--- config.mk ---
export PLATFORM = sky130hd
export DESIGN_NAME = searchable_circular_fifo_flat
export DESIGN_NICKNAME = d
export VERILOG_FILES = /design/src/design/scf_pkg.sv /design/src/design/scf_if.sv /design/src/design/scf_cell.sv /design/src/design/searchable_circular_fifo.sv /design/src/flat_wrapper.sv
export SDC_FILE = /design/constraint.sdc
export NUM_CORES = 2
export LEC_CHECK = 0
export BUFFER_PORTS_ARGS = -buffer_cell sky130_fd_sc_hd__buf_4
export CORE_ASPECT_RATIO = 2
export CORE_UTILIZATION = 49
export DETAILED_ROUTE_END_ITERATION = 8
export GPL_TIMING_DRIVEN = 0
export PLACE_DENSITY = 0.65
export SYNTH_ARGS = -nofsm -noshare
export SYNTH_HDL_FRONTEND = slang
export SYNTH_HIERARCHICAL = 1
export SYNTH_SLANG_ARGS = --single-unit
--- constraint.sdc ---
create_clock -name clock -period 9.4 [get_ports clock]
set_input_delay 0.94 -clock clock [delete_from_list [all_inputs] [get_ports clock]]
set_output_delay 0.94 -clock clock [all_outputs]
set_load 0.005 [all_outputs]
--- src/design/scf_pkg.sv ---
package scf_pkg;

   localparam int WORD_WIDTH    = 32;
   localparam int ACTION_WIDTH  = 2;
   localparam int DEPTH_DEFAULT = 64;

   typedef logic signed [WORD_WIDTH-1:0] word_type;
   typedef logic [ACTION_WIDTH-1:0]      action_type;

   localparam action_type ACT_ENQUEUE = 2'd0;
   localparam action_type ACT_DEQUEUE = 2'd1;
   localparam action_type ACT_SEARCH  = 2'd2;

   localparam word_type EMPTY_WORD = -32'sd1;

   // Broadcast from the top level to every cell of the chain.
   typedef struct packed {
      logic     step;
      logic     enq;
      logic     deq;
      logic     srch;
      word_type data;
   } chain_ctrl_type;

endpackage

--- src/design/scf_if.sv ---
interface scf_req_if
   import scf_pkg::*;
   ();
   logic       valid;
   logic       ready;
   action_type action;
   word_type   data_value;

   modport source (output valid, output action, output data_value, input ready);
   modport sink   (input valid, input action, input data_value, output ready);
endinterface

interface scf_rsp_if
   import scf_pkg::*;
   #(parameter int CNT_W = $clog2(DEPTH_DEFAULT + 1))
   ();
   logic             valid;
   logic             ready;
   logic             ok;
   word_type         popped_value;
   logic             found;
   word_type         head_value;
   word_type         tail_value;
   logic [CNT_W-1:0] entry_count;

   modport source (output valid, output ok, output popped_value, output found,
                   output head_value, output tail_value, output entry_count,
                   input ready);
   modport sink   (input valid, input ok, input popped_value, input found,
                   input head_value, input tail_value, input entry_count,
                   output ready);
endinterface

--- src/design/scf_cell.sv ---
module scf_cell
   import scf_pkg::*;
(
   input  logic           clock,
   input  logic           reset,
   input  chain_ctrl_type ctrl,
   input  logic           prev_live,
   input  logic           next_live,
   input  word_type       next_value,
   output logic           live,
   output word_type       value,
   output logic           hit
);

   logic     live_ff, live_in;
   word_type value_ff, value_in;
   logic     hit_ff, hit_in;
   logic     load;

   // The first free cell behind a live neighbor takes the new item.
   assign load = ctrl.enq && !live_ff && prev_live;

   always_comb begin
      live_in  = live_ff;
      value_in = value_ff;
      hit_in   = hit_ff;
      if (ctrl.step) begin
         hit_in = ctrl.srch && live_ff && (value_ff == ctrl.data);
         if (ctrl.deq) begin
            // advance toward the head
            live_in  = next_live;
            value_in = next_value;
         end else if (load) begin
            live_in  = 1'b1;
            value_in = ctrl.data;
         end
      end
   end

   always_ff @(posedge clock) begin
      if (reset) begin
         live_ff <= 1'b0;
         hit_ff  <= 1'b0;
      end else begin
         live_ff <= live_in;
         hit_ff  <= hit_in;
      end
      value_ff <= value_in;
   end

   assign live  = live_ff;
   assign value = value_ff;
   assign hit   = hit_ff;

endmodule

--- src/design/searchable_circular_fifo.sv ---
// A result passes the s1 register, then the response register, after acceptance.
// Throughput: one item per cycle for every action while the response is taken;
// cells update and compare all live entries on accept; hits reduce as s1 moves.
// Reset (synchronous, active high) empties the queue and drops any pending
// result; stored words are not cleared.
module searchable_circular_fifo
   import scf_pkg::*;
#(
   parameter int DEPTH = DEPTH_DEFAULT
)(
   input  logic clock,
   input  logic reset,
   scf_req_if.sink   req_chan,
   scf_rsp_if.source rsp_chan
);

   localparam int CNT_W = $clog2(DEPTH + 1);

   chain_ctrl_type   ctrl;
   logic [DEPTH:0]   live_vec;
   word_type         value_vec [DEPTH+1];
   logic [DEPTH-1:0] hit_vec;

   logic req_fire, s1_move, empty, full, do_enq, do_deq;

   logic [CNT_W-1:0] count_ff, count_in;
   word_type         tail_ff, tail_in;

   logic             s1_valid_ff, s1_valid_in;
   logic             s1_ok_ff;
   word_type         s1_popped_ff, s1_head_ff, s1_tail_ff;
   logic [CNT_W-1:0] s1_count_ff;
   logic             s1_ok_in;
   word_type         s1_popped_in, s1_head_in, s1_tail_in;

   logic             rsp_valid_ff, rsp_ok_ff, rsp_found_ff;
   word_type         rsp_popped_ff, rsp_head_ff, rsp_tail_ff;
   logic [CNT_W-1:0] rsp_count_ff;

   assign s1_move        = !rsp_valid_ff || rsp_chan.ready;
   assign req_chan.ready = !s1_valid_ff || s1_move;
   assign req_fire       = req_chan.valid && req_chan.ready;

   assign empty  = !live_vec[0];
   assign full   = live_vec[DEPTH-1];
   assign do_enq = req_fire && (req_chan.action == ACT_ENQUEUE) && !full;
   assign do_deq = req_fire && (req_chan.action == ACT_DEQUEUE) && !empty;

   assign ctrl.step = req_fire;
   assign ctrl.enq  = do_enq;
   assign ctrl.deq  = do_deq;
   assign ctrl.srch = req_fire && (req_chan.action == ACT_SEARCH);
   assign ctrl.data = req_chan.data_value;

   // Tail end of the row: nothing live and no data beyond the last cell.
   assign live_vec[DEPTH]  = 1'b0;
   assign value_vec[DEPTH] = '0;

   for (genvar i = 0; i < DEPTH; i++) begin : g_cell
      logic prev_live;
      if (i == 0) begin : g_first
         assign prev_live = 1'b1;
      end else begin : g_rest
         assign prev_live = live_vec[i-1];
      end
      scf_cell u_cell (
         .clock      (clock),
         .reset      (reset),
         .ctrl       (ctrl),
         .prev_live  (prev_live),
         .next_live  (live_vec[i+1]),
         .next_value (value_vec[i+1]),
         .live       (live_vec[i]),
         .value      (value_vec[i]),
         .hit        (hit_vec[i])
      );
   end

   always_comb begin
      count_in = count_ff + CNT_W'(do_enq) - CNT_W'(do_deq);
      tail_in  = do_enq ? req_chan.data_value : tail_ff;

      s1_ok_in     = do_enq || do_deq;
      s1_popped_in = do_deq ? value_vec[0] : '0;
      if (count_in == '0) begin
         s1_head_in = EMPTY_WORD;
         s1_tail_in = EMPTY_WORD;
      end else begin
         s1_tail_in = tail_in;
         if (do_deq) begin
            s1_head_in = value_vec[1];
         end else if (do_enq && empty) begin
            s1_head_in = req_chan.data_value;
         end else begin
            s1_head_in = value_vec[0];
         end
      end

      if (req_fire) begin
         s1_valid_in = 1'b1;
      end else if (s1_move) begin
         s1_valid_in = 1'b0;
      end else begin
         s1_valid_in = s1_valid_ff;
      end
   end

   always_ff @(posedge clock) begin
      if (reset) begin
         count_ff     <= '0;
         s1_valid_ff  <= 1'b0;
         rsp_valid_ff <= 1'b0;
      end else begin
         count_ff    <= count_in;
         s1_valid_ff <= s1_valid_in;
         if (s1_move) begin
            rsp_valid_ff <= s1_valid_ff;
         end
      end

      tail_ff <= tail_in;

      if (req_fire) begin
         s1_ok_ff     <= s1_ok_in;
         s1_popped_ff <= s1_popped_in;
         s1_head_ff   <= s1_head_in;
         s1_tail_ff   <= s1_tail_in;
         s1_count_ff  <= count_in;
      end

      // Hit flags hold until the next item is accepted, so reduce them here.
      if (s1_valid_ff && s1_move) begin
         rsp_ok_ff     <= s1_ok_ff;
         rsp_popped_ff <= s1_popped_ff;
         rsp_found_ff  <= |hit_vec;
         rsp_head_ff   <= s1_head_ff;
         rsp_tail_ff   <= s1_tail_ff;
         rsp_count_ff  <= s1_count_ff;
      end
   end

   assign rsp_chan.valid        = rsp_valid_ff;
   assign rsp_chan.ok           = rsp_ok_ff;
   assign rsp_chan.popped_value = rsp_popped_ff;
   assign rsp_chan.found        = rsp_found_ff;
   assign rsp_chan.head_value   = rsp_head_ff;
   assign rsp_chan.tail_value   = rsp_tail_ff;
   assign rsp_chan.entry_count  = rsp_count_ff;

endmodule
--- src/flat_wrapper.sv ---
// flat-port wrapper written by rule: the top's interface ports become plain ports
module searchable_circular_fifo_flat import scf_pkg::*;
#(
   parameter int DEPTH = DEPTH_DEFAULT
)
  (clock, reset, req_chan_valid, req_chan_action, req_chan_data_value, req_chan_ready, rsp_chan_valid, rsp_chan_ok, rsp_chan_popped_value, rsp_chan_found, rsp_chan_head_value, rsp_chan_tail_value, rsp_chan_entry_count, rsp_chan_ready);
  scf_req_if req_chan_i ();
  scf_rsp_if rsp_chan_i ();
  input  logic clock;
  input  logic reset;
  input wire logic [$bits(req_chan_i.valid)-1:0] req_chan_valid;
  input wire logic [$bits(req_chan_i.action)-1:0] req_chan_action;
  input wire logic [$bits(req_chan_i.data_value)-1:0] req_chan_data_value;
  output wire logic [$bits(req_chan_i.ready)-1:0] req_chan_ready;
  output wire logic [$bits(rsp_chan_i.valid)-1:0] rsp_chan_valid;
  output wire logic [$bits(rsp_chan_i.ok)-1:0] rsp_chan_ok;
  output wire logic [$bits(rsp_chan_i.popped_value)-1:0] rsp_chan_popped_value;
  output wire logic [$bits(rsp_chan_i.found)-1:0] rsp_chan_found;
  output wire logic [$bits(rsp_chan_i.head_value)-1:0] rsp_chan_head_value;
  output wire logic [$bits(rsp_chan_i.tail_value)-1:0] rsp_chan_tail_value;
  output wire logic [$bits(rsp_chan_i.entry_count)-1:0] rsp_chan_entry_count;
  input wire logic [$bits(rsp_chan_i.ready)-1:0] rsp_chan_ready;
  assign req_chan_i.valid = req_chan_valid;
  assign req_chan_i.action = req_chan_action;
  assign req_chan_i.data_value = req_chan_data_value;
  assign req_chan_ready = req_chan_i.ready;
  assign rsp_chan_valid = rsp_chan_i.valid;
  assign rsp_chan_ok = rsp_chan_i.ok;
  assign rsp_chan_popped_value = rsp_chan_i.popped_value;
  assign rsp_chan_found = rsp_chan_i.found;
  assign rsp_chan_head_value = rsp_chan_i.head_value;
  assign rsp_chan_tail_value = rsp_chan_i.tail_value;
  assign rsp_chan_entry_count = rsp_chan_i.entry_count;
  assign rsp_chan_i.ready = rsp_chan_ready;
  searchable_circular_fifo #(.DEPTH(DEPTH)) u_core (.clock(clock), .reset(reset), .req_chan(req_chan_i), .rsp_chan(rsp_chan_i));
endmodule
Word level (Yosys, flattened, before mapping)

Index checks and enable logic that the tools add are counted.

Mux-type cells: 258
Add/sub/neg operators: 2
Reductions and logical operators: 463
Equal/unequal tests: 66

Operator list:

| operator                                                              | count |
|---|---|
| 32-bit 2-to-1 mux                                                     | 128 |
| 32-bit equality test                                                  | 64 |
| 1-bit logical AND                                                     | 262 |
| 1-bit 2-to-1 mux                                                      | 130 |
| 2-bit nonzero test                                                    | 65 |
| 2-bit AND reduction                                                   | 64 |
| 1-bit logical NOT                                                     | 66 |
| 64-bit OR reduction                                                   | 1 |
| 7-bit by 1-bit adder with 7-bit output                                | 1 |
| 7-bit logical NOT                                                     | 1 |
| 7-bit by 1-bit subtractor with 7-bit output                           | 1 |
| 1-bit logical OR                                                      | 3 |
| 2-bit by 1-bit equality test with 1-bit output, second input constant | 1 |
| 2-bit equality test, second input constant                            | 1 |
| 2-bit logical NOT                                                     | 1 |

Output and inout port bits: 107
Register bits: 2426
Logic and storage cells: 996

Longest topological paths before layout

Depth after elaboration: 10
Gate-level depth with buffers: 15
Gate-level depth less buffers: 13

Modules after synthesis

Netlist, hierarchy kept.

By module, submodules not included:

| module                   | cells each | area each (µm²) | instances | sequential area each (µm²) |
|---|---|---|---|---|
| scf_cell                 | 124        | 1780.5          | 64        | 1001.0 |
| searchable_circular_fifo | 629        | 9544.2          | 1         | 7096.8 |

Worst setup path before layout

No wires, ideal clock.

Path kind: input to register
Start: in rsp_chan_ready
End: reg u_core.rsp_count_ff[0], in the netlist u_core/rsp_chan.entry_count[0], enable pin
Path slack: 0.099 ns
Data arrival time: 8.572 ns
Required time: 8.671 ns
Buffers on the path: 0
Stages on the path: 2
Cells stage by stage: inv_1 a21boi_0

Longest elaborated chain between the ends: 2

Ends and longest elaborated chain:

| element              | RTL line                        | text |
|---|---|---|
| start, declared      | flat_wrapper.sv:22              | `input wire logic [$bits(rsp_chan_i.ready)-1:0] rsp_chan_ready;` |
| 1-bit logical OR     | searchable_circular_fifo.sv:40  | `assign s1_move = !rsp_valid_ff \|\| rsp_chan.ready;` |
| 1-bit logical AND    | searchable_circular_fifo.sv:132 | `if (s1_valid_ff && s1_move) begin` |
| end signal, assigned | searchable_circular_fifo.sv:138 | `rsp_count_ff <= s1_count_ff;` |
| end, declared        | searchable_circular_fifo.sv:38  | `logic [CNT_W-1:0] rsp_count_ff;` |

Every way passes these cells.
A chain may end at the register's enable or synchronous reset.

==> impl_metrics.env <==
export IMPL_status="completed"
export IMPL_power_per_cell_area_nw_per_um2=168
export IMPL_peakVddDrop_mv=0.150
export IMPL_final_common_cell="edfxtp_1"
export IMPL_ys_warnings_count=6
export IMPL_worst_pin_slew_ns=1.40
export IMPL_wl_mm=303
export IMPL_avgViaCountPerCell=5.66
export IMPL_placed_cells=12100
export IMPL_clk_latency_ns=0.89
export IMPL_cp_start_kind="register"
export IMPL_r2r_slack_ns=4.16
export IMPL_multi_input_area_um2=51100
export IMPL_start_util_pct=49.3
export IMPL_portBuffers=144
export IMPL_ff2ff_path_depth=12
export IMPL_setup_tns_ns=0
export IMPL_final_min_clock_period_ns=5.24
export IMPL_placement_rows=260
export IMPL_path_max_fanout=45
export IMPL_num_vias=70600
export IMPL_crit_path_end_kind="register"
export IMPL_first_iter_violations=3603
export IMPL_gp_congestion=0.875
export IMPL_synthArstFlopShare_pct=0
export IMPL_grt_max_degree=142
export IMPL_grt_usage_pct=23.7
export IMPL_drv_slew=0
export IMPL_rsz0062_at_grt="false"
export IMPL_fin_util_pct=54.9
export IMPL_synth_seq_area_share_pct=57.6
export IMPL_place_area_um2=130000
export IMPL_hp_class="primary input to register"
export IMPL_p_sw_mw=5.19
export IMPL_cts_made_buffers=218
export IMPL_hold_viol_final=0
export IMPL_grt_ovfl_total=0
export IMPL_fin_skew_ns=0.0721
export IMPL_grt_pass1_vias=75400
export IMPL_nNetsFinal=9061
export IMPL_yosys_register_bits=2426
export IMPL_regArea_um2=71200
export IMPL_cts_clk_slew_worst_paths_ns=0.07
export IMPL_post_cts_buffers=0
export IMPL_slew_headroom_pct=6.82
export IMPL_path_class="register to register"
export IMPL_power_frac_clock_pct=39.2
export IMPL_internal_power_mw=17.9
export IMPL_root_buffer="clkbuf_16"
export IMPL_layout_common_cells="edfxtp_1, xnor2_1, mux2_2"
export IMPL_layout_drive_gt1_share_pct=23.3
export IMPL_min_to="u_core/s1_valid_ff$_SDFFE_PP0P_"
export IMPL_synth_edf_count=2257
export IMPL_holdWs_ns=0.354
export IMPL_dp_slack_ns=3.80
export IMPL_ctsResizeCount=0
export IMPL_arrival_ns=5.94
export IMPL_routedWlPerCell_um=24.3
export IMPL_drc_errors=0
export IMPL_swShare_pct=22.5
export IMPL_hold_path_depth=3
export IMPL_synthCells=8565
export IMPL_final_area_um2=137000
export IMPL_critPathMaxStageDelay_ns=0.63
export IMPL_core_area_um2=250000
export IMPL_syn_to_final_growth_pct=11.3
export IMPL_grt_pass1_wl_mm=459
export IMPL_combinationalPowerShare_pct=8.4
export IMPL_leakage_nw=43.8
export IMPL_io_pins=145
export IMPL_cp_slowest_cell="nand3_1"
export IMPL_clock_sinks=2426
export IMPL_htreeDepth=4
export IMPL_r2r_start="u_core/g_cell[63].u_cell/live$_SDFFE_PP0P_"
export IMPL_fillerInstances=20200
export IMPL_dieArea_um2=254000
export IMPL_cts_path_max_buffers=4
export IMPL_die_h_um=712
export IMPL_cts_tree="yes"
export IMPL_die_w_um=357
export IMPL_setup_viol_count_final=0
export IMPL_synth_area_top_cells="edfxtp_1, mux2_2, xnor2_1"
export IMPL_worstPathCellList="nor3_1 > nand3_1 > buf_2 > inv_4 > buf_16 > ha_1 > fa_1 > or3_1 > a221oi_2 > nand4_4 > buf_6 > o21ai_2"
export IMPL_fin_crit_sh_pct=55.7
export IMPL_yosysTopAreaCell="edfxtp_1"
export IMPL_p_seq_share_pct=52.4
export IMPL_cp_required_ns=10.10
export IMPL_fmaxAchievable_mhz=191
export IMPL_yosysUniqueCellTypes=50
export IMPL_fin_ws_ns=4.16
export IMPL_reg2reg_to="u_core/s1_head_ff[17]$_SDFFCE_PN1P_"
export IMPL_synth_area_per_cell_um2=14.4
export IMPL_finalPower_mw=23.1
export IMPL_ys_flop_type="edfxtp_1"
export IMPL_postCtsHoldBufs=0
export IMPL_worstHoldStart="req_chan_valid"
export IMPL_hpwl_mm=210
export IMPL_synth_top_area_share_pct=54.9
export IMPL_synthesis_area_um2=123000
export IMPL_ant_nets=0
export IMPL_drt_first_pass_iters=5
export IMPL_fin_cells=12500
export IMPL_drv_cap=0
export IMPL_antenna_found_initial=7
## per-layer routing
metal	global-route usage, %	share of wire, %	up-vias
met1	22.8	34	35300
met4	14.8	6.9	0
met5	0	0	-
li1	-	-	33000
met2	46.8	57	1492
met3	2.39	2.8	804
## synthesized netlist by cell type (4+ instances only)
cell and n:
xor2_1 577, and3_1 32, nor2_1 290, nand4b_1 65, inv_1 16, ha_1 7, nand2b_1 17, a21oi_1 4
o21ai_1 64, dfxtp_1 169, clkbuf_1 14, and2_1 33, o21ai_2 32, nand3_1 65, buf_2 262, nand2_1 263
xnor2_1 1473, o21a_1 66, or2b_1 4, mux2_2 1248, nor3_1 129, nand4_1 388, buf_6 6, nor4_1 208
nand2b_2 11, nor2b_1 6, edfxtp_1 2257, mux2_1 832
## area by class of cell
type	count	share of cell area (%)
antenna	3	0.00546
buffer	282	1.04
clock buffer	278	4.29
clock inverter	122	0.839
inverter	16	0.0510
multi-input combinational	5873	37.1
sequential	2426	51.8
tap	3275	2.98
timing repair buffer	198	1.87
## power by group through the flow
stage | logic (mW) | clock network [mW] | registers [mW]
final | 1.95 | 9.04 | 12.1
after global routing | 2.11 | 9.61 | 12.1
after CTS | 1.96 | 9.25 | 12.1
after detailed placement | 1.94 | 0 | 12.3
after global placement | 1.88 | 0 | 12.3
after floorplan | 1.14 | 0 | 12.3
## flip-flops by register name, summed over array words and instances (netlist names), 32 cells and up
register	flops
u_core/g_cell.u_cell/hit	64
u_core/g_cell.u_cell/live	64
u_core/g_cell.u_cell/value	2048
u_core/rsp_chan.head_value	32
u_core/rsp_chan.popped_value	32
u_core/rsp_chan.tail_value	32
u_core/s1_head_ff	32
u_core/s1_popped_ff	32
u_core/s1_tail_ff	32
u_core/tail_ff	32
## worst max path at each step
stage                                                    start                                      endpoint  depth (start not counted)
global placement                                rsp_chan_ready  u_core/g_cell[63].u_cell/value[15]$_DFFE_PP_                          5
CTS                 u_core/g_cell[63].u_cell/live$_SDFFE_PP0P_           u_core/s1_head_ff[30]$_SDFFCE_PN1P_                         13
floorplan                                       rsp_chan_ready      u_core/rsp_chan.entry_count[0]$_DFFE_PP_                          2
finish              u_core/g_cell[63].u_cell/live$_SDFFE_PP0P_           u_core/s1_head_ff[17]$_SDFFCE_PN1P_                         12
detailed placement                              rsp_chan_ready           u_core/s1_head_ff[17]$_SDFFCE_PN1P_                         17
global route        u_core/g_cell[63].u_cell/live$_SDFFE_PP0P_           u_core/s1_head_ff[17]$_SDFFCE_PN1P_                         12
## critical path: cells and delay by family (launching register included)
| family | cells | cell delay, ns |
|---|---|---|
| buffers and inverters | 4 | 1.36 |
| and+or+nand+nor | 4 | 1.90 |
| DFF | 1 | 0.62 |
| adders and majority gates | 2 | 0.72 |
| AOI/OAI and AO/OA | 2 | 0.39 |
## cells by family (layout without fill, tap and decap cells)
logic type	Yosys count	count (layout)	share of synthesized area [%]
other	2	37	0.00608
XOR/XNOR	2050	2050	14.5
multiplexers	2080	2080	19.0
flip-flops	2426	2426	57.6
AND/OR/NAND/NOR	1524	1524	6.59
buffers and inverters	298	896	1.21
AO/OA/AOI/OAI	177	177	0.986
adder cells (fa/ha/maj)	8	8	0.0871
No activity file was read; power rests on OpenSTA's default activity.
